**src/rtl/tbpf_pkg.sv**
```systemverilog
// ----------------------------------------------------------------------------
// tbpf_pkg
// Types, constants and helpers shared by the tile background pixel fetch.
// ----------------------------------------------------------------------------
package tbpf_pkg;

  // Video RAM geometry: bytes are stored as 16-bit even/odd pairs
  localparam int unsigned VramBytes  = 8192;
  localparam int unsigned VramAw     = $clog2(VramBytes);
  localparam int unsigned VramWords  = VramBytes / 2;
  localparam int unsigned VramWordAw = $clog2(VramWords);

  // Screen size
  localparam int unsigned ScreenColumns = 160;
  localparam int unsigned ScreenLines   = 144;

  // Tile map and tile data placement
  localparam logic [VramAw-1:0] MapLowBase     = VramAw'(13'h1800);
  localparam logic [VramAw-1:0] MapHighBase    = VramAw'(13'h1C00);
  localparam logic [VramAw-1:0] SignedTileBase = VramAw'(13'h0800);
  localparam logic [VramWordAw-1:0] SignedTileWord = SignedTileBase[VramAw-1:1];

  // Configuration register indexes
  localparam logic [1:0] RegScrollX       = 2'd0;
  localparam logic [1:0] RegScrollY       = 2'd1;
  localparam logic [1:0] RegMapSelect     = 2'd2;
  localparam logic [1:0] RegUnsignedTiles = 2'd3;

  localparam int unsigned CfgIdxW  = 2;
  localparam int unsigned CfgDataW = 8;

  // Item kinds
  localparam logic KindWrite  = 1'b0;
  localparam logic KindRender = 1'b1;

  typedef struct packed {
    logic       kind;
    logic [12:0] vram_addr;
    logic [7:0] vram_byte;
    logic [7:0] pixel_x;
    logic [7:0] line_y;
  } in_item_t;

  typedef struct packed {
    logic [1:0] color_index;
    logic [7:0] shade;
    logic [7:0] out_x;
    logic [7:0] out_y;
  } out_item_t;

  typedef struct packed {
    logic [7:0] hscroll;
    logic [7:0] vscroll;
    logic       map_select;
    logic       unsigned_tiles;
  } cfg_t;

  // Gray level of a 2-bit color index
  function automatic logic [7:0] shade_of(input logic [1:0] color);
    logic [7:0] s;
    case (color)
      2'd0:    s = 8'd255;
      2'd1:    s = 8'd192;
      2'd2:    s = 8'd96;
      default: s = 8'd0;
    endcase
    return s;
  endfunction

endpackage

```
**src/rtl/tbpf_cfg_regs.sv**
```systemverilog
// ----------------------------------------------------------------------------
// tbpf_cfg_regs
// Scroll, map select and tile addressing mode registers behind a write port.
// ----------------------------------------------------------------------------
module tbpf_cfg_regs (
  input  logic                           clk_i,
  input  logic                           rst_ni,
  input  logic                           cfg_we_i,
  input  logic [tbpf_pkg::CfgIdxW-1:0]   cfg_idx_i,
  input  logic [tbpf_pkg::CfgDataW-1:0]  cfg_data_i,
  output tbpf_pkg::cfg_t                 cfg_o
);

  tbpf_pkg::cfg_t cfg_q, cfg_d;

  // Decode the register index and update the selected field
  always_comb begin
    cfg_d = cfg_q;
    if (cfg_we_i) begin
      case (cfg_idx_i)
        tbpf_pkg::RegScrollX:       cfg_d.hscroll        = cfg_data_i;
        tbpf_pkg::RegScrollY:       cfg_d.vscroll        = cfg_data_i;
        tbpf_pkg::RegMapSelect:     cfg_d.map_select     = cfg_data_i[0];
        tbpf_pkg::RegUnsignedTiles: cfg_d.unsigned_tiles = cfg_data_i[0];
        default:                    cfg_d = cfg_q;
      endcase
    end
  end

  always_ff @(posedge clk_i or negedge rst_ni) begin
    if (!rst_ni) begin
      cfg_q <= '0;
    end else begin
      cfg_q <= cfg_d;
    end
  end

  assign cfg_o = cfg_q;

endmodule

```
**config.mk**
```make
export PLATFORM = sky130hd
export DESIGN_NAME = tbpf_cfg_regs
export DESIGN_NICKNAME = d
export VERILOG_FILES = /design/src/rtl/tbpf_pkg.sv /design/src/rtl/tbpf_cfg_regs.sv
export SDC_FILE = /design/constraint.sdc
export NUM_CORES = 1
export LEC_CHECK = 0
export BUFFER_PORTS_ARGS = -buffer_cell sky130_fd_sc_hd__buf_4
export CAP_MARGIN = 5
export CORE_MARGIN = 2
export CORE_UTILIZATION = 35
export DETAILED_ROUTE_END_ITERATION = 8
export GPL_TIMING_DRIVEN = 0
export PLACE_DENSITY = 0.62
export SYNTH_ARGS = -nofsm -noshare
export SYNTH_HDL_FRONTEND = slang
export SYNTH_SLANG_ARGS = --single-unit
export TNS_END_PERCENT = 100
```
**constraint.sdc**
```tcl
create_clock -name clk_i -period 0.8 [get_ports clk_i]
set_input_delay 0.16 -clock clk_i [delete_from_list [all_inputs] [get_ports clk_i]]
set_output_delay 0.16 -clock clk_i [all_outputs]
set_load 0.05 [all_outputs]
```
==> metrics.log <==
INFO  metric run_status = finished with violations
INFO  metric failed_checks = setup timing
INFO  metric drt_wl_total = between 1.5 and 2 mm
INFO  metric yosysTopAreaCell = dfrtp_1
INFO  metric yosysSeqAreaShare = approximately two thirds
INFO  metric worst_hold_path.num_cells = 2
INFO  metric largest_reg_flops = 18
INFO  metric area_share_of_the_largest_cell_type_after_synthesis = between 60% and 70%
INFO  metric row_count = 16
INFO  metric endpoint = cfg_o[7]
INFO  metric synth_commonest_cells = dfrtp_1 (18), mux2_2 (18)
INFO  metric rsz_0062_raised_after_global_routing = true
INFO  metric grt_pass1_wl = roughly 2.7 mm
INFO  metric gr-total-overflow = 0
INFO  metric grt_resource_usage_total = ~15%
INFO  metric worstSetupPathType = flop to output pin
INFO  metric tightest_slew = approximately 240 ps
INFO  metric drive_gt1_share = about 96%
INFO  metric detail_route.first_pass.iterations = 2
INFO  metric crit_path_cell_count = 1
INFO  metric tritoncts = done
INFO  metric netlist_instances = 40
INFO  metric clkTransAtPathRegs = 100 ps
INFO  metric internal-power = approximately 2 mW
INFO  metric syn-num-nets = 53
INFO  metric worstReg2RegEnd = cfg_o[7]
INFO  metric die_width = a little under 50 um
INFO  metric worst_path_required = around 640 ps
INFO  metric switchingPower = between 1 and 1.5 mW
INFO  metric crit_path_cells = buf_6
INFO  metric drc = 0
INFO  metric initial_utilization = about 36%
INFO  metric fin_crit_sh = 128%
INFO  metric cts_root_buffer = clkbuf_4
INFO  metric r2r_cells = 2
INFO  metric fin_total_pwr = between 3 and 4 mW
INFO  metric cp_top_family = flip-flops
INFO  metric cts_buffers = 3
INFO  metric fmax = 0.976 GHz
INFO  metric ys_seq_elements = 18
INFO  metric netlist_area = roughly 700 um^2
INFO  metric max-slew-margin-rel = approximately 84%
INFO  metric drtAntennaViolNets = 0
INFO  metric worst_setup_path_end_kind = output pin
INFO  metric cp_slowest_stage_delay = 430 ps
INFO  metric core = approximately 1900 um^2
INFO  metric cts_buffer_depth = 2
INFO  metric worstReg2RegStart = cfg_o[7]
INFO  metric crit_path_start_kind = flop
INFO  metric total_placed_instance_area = about 1000 um^2
INFO  metric setup_viol = 23
INFO  metric chipHeight = 48.6 um
INFO  metric synth-main-ff-cell = dfrtp_1
INFO  metric detail_route.vias_per_cell = ~4.5
INFO  metric synth_enable_flop_cells = 0
INFO  metric detailroute.via_count = just under 500
INFO  metric dp_hpwl = 966 um
INFO  metric gpl.final_weighted_congestion = roughly 0.64
INFO  metric maxSlewViolCount = 0
INFO  metric synthToLayoutAreaGrowth = 74.3%
INFO  metric antenna_cells_inserted = 0
INFO  metric leakagePower = roughly 0.58 nW
INFO  metric dp_cells = slightly below 100
INFO  metric synthesis.yosys.warnings = 0
INFO  metric final_critical_path_setup_slack = -224 ps
INFO  metric vdd_ir_drop_max = about 1100 uV
INFO  metric finalNetCount = 94
INFO  metric ff2ff_setup_slack = -100 ps
INFO  metric worstSkewPairLatency = between 200 and 300 ps
INFO  metric antenna_found_initial = 0
INFO  metric cts_num_sinks = 18
INFO  metric number_of_input_and_output_port_buffers_inserted = 30
INFO  metric pwr_density_cell = roughly 2700 nW/um^2
INFO  metric slowest_stage = dfrtp_2
INFO  metric critical_path.n_buffers_inverters = 1
INFO  metric power_switching_share = 37.1%
INFO  metric postLayoutCoreUtil = between 60% and 70%
INFO  metric worst-path-max-fanout = 2
INFO  metric grt_max_degree = 19
INFO  metric hold_path_class = input pin to flop
INFO  metric critPathLaunch = cfg_o[7]
INFO  metric vias_in_the_first_global_route = ~550
INFO  metric post_synthesis_mean_instance_area = approximately 17 um^2
INFO  metric detailedPlace.worstSlack = -460 ps
INFO  metric share_comb_of_total_power = between 40 and 50%
INFO  metric power_share_of_the_clock_group = between 15 and 20%
INFO  metric htree_num_levels = 1
INFO  metric wl_per_cell = 14.2 um
INFO  metric drv.max_cap_violation_count = 0
INFO  metric die_area = 2360 um^2
INFO  metric postLayoutCellArea = about 1200 um^2
INFO  metric netlist_top_cells_area = dfrtp_1 (65%), mux2_2 (29%), nor3b_4 (2.7%)
INFO  metric layoutNonFillerInstCount = roughly 110
INFO  metric fin_skew = 0 ps
INFO  metric finalHoldViolCount = 0
INFO  metric power.share.sequential = approximately two fifths
INFO  metric initialDrtViolationCount = 7
INFO  metric period_minus_slack = ~1000 ps
INFO  metric ys_async_sr_fraction = between 90% and 100%
INFO  metric ys_types = 6
INFO  metric io-pin-count = 31
INFO  metric cp.arrival = 860 ps
-- worst reg2reg max path, delay by kind of cell, from the launching register on --
kind                   cells  cell delay [ps]
multiplexers               1              240
buffers and inverters      1              120
flip-flops                 1              430
-- logic make-up (layout without fill, tap and decap cells) --
kind of cell / Yosys count / after routing / share of synthesized area (%)
buf+inv: 0 / 40 / 0
flops: 18 / 18 / 64.7
mux: 18 / 18 / 29.1
simple gates: 4 / 4 / 6.11
-- per-layer routing --
| layer | track usage (%) | up-vias | routed length, um |
|---|---|---|---|
| met1 | 20.2 | 235 | 723 |
| met3 | 3.40 | 2 | 100 |
| li1 | - | 224 | - |
| met4 | 4.29 | 0 | 5 |
| met2 | 23.1 | 23 | 692 |
| met5 | 0 | - | 0 |
-- metrics by stage --
step           TNS, ps  hold WS [ps]
2_1_floorplan    -2480          -136
3_3_place_gp     -5550          41.3
3_5_place_dp     -5510          40.6
4_1_cts          -4380           100
5_1_grt          -5110          94.3
6_report         -4150           115
-- layout by cell type (no fill, tap or decap) --
| master | synthesis | layout |
|---|---|---|
| clkbuf_8 | 0 | 1 |
| buf_6 | 0 | 24 |
| nand3b_4 | 0 | 1 |
| nand3b_1 | 1 | 1 |
| clkbuf_4 | 0 | 3 |
| nor3b_4 | 1 | 1 |
| buf_4 | 0 | 11 |
| dlygate4sd3_1 | 0 | 1 |
| mux2_2 | 18 | 4 |
| mux2_4 | 0 | 14 |
| nand3_1 | 1 | 1 |
| dfrtp_2 | 0 | 18 |
-- timing repair --
item                       CTS  global route
hold endpoints to repair    18             0
hold buffers                 1             0
resized for setup           27             4
setup buffers                5             2
pin swaps                    1             0
setup endpoints to repair   26            32
-- final cells by class --
cell class / instances / area (um^2)
Tap cell: 27 / 33.8
Timing Repair Buffer: 36 / 363
Clock buffer: 4 / 36.3
Multi-Input combinational cell: 22 / 307
Sequential cell: 18 / 473
Fill cell: 155 / 709
-- power groups by stage --
stage / logic [mW] / clock network, mW / registers [mW]
floorplan: 0.231 / 0 / 1.84
global placement: 1.24 / 0 / 1.22
detailed placement: 1.25 / 0 / 1.22
CTS: 1.45 / 0.562 / 1.25
global route: 1.52 / 0.609 / 1.28
finish: 1.46 / 0.531 / 1.25
-- worst min-delay path by stage --
stage	start	slack (ps)	endpoint
global placement	rst_ni	40	cfg_o[11]
detailed placement	rst_ni	40	cfg_o[9]
finish	cfg_data_i[6]	110	cfg_o[8]
CTS	cfg_data_i[4]	100	cfg_o[6]
floorplan	rst_ni	-140	cfg_o[0]
global route	cfg_data_i[4]	90	cfg_o[6]
Note: power is estimated with default switching activity, not from simulation.
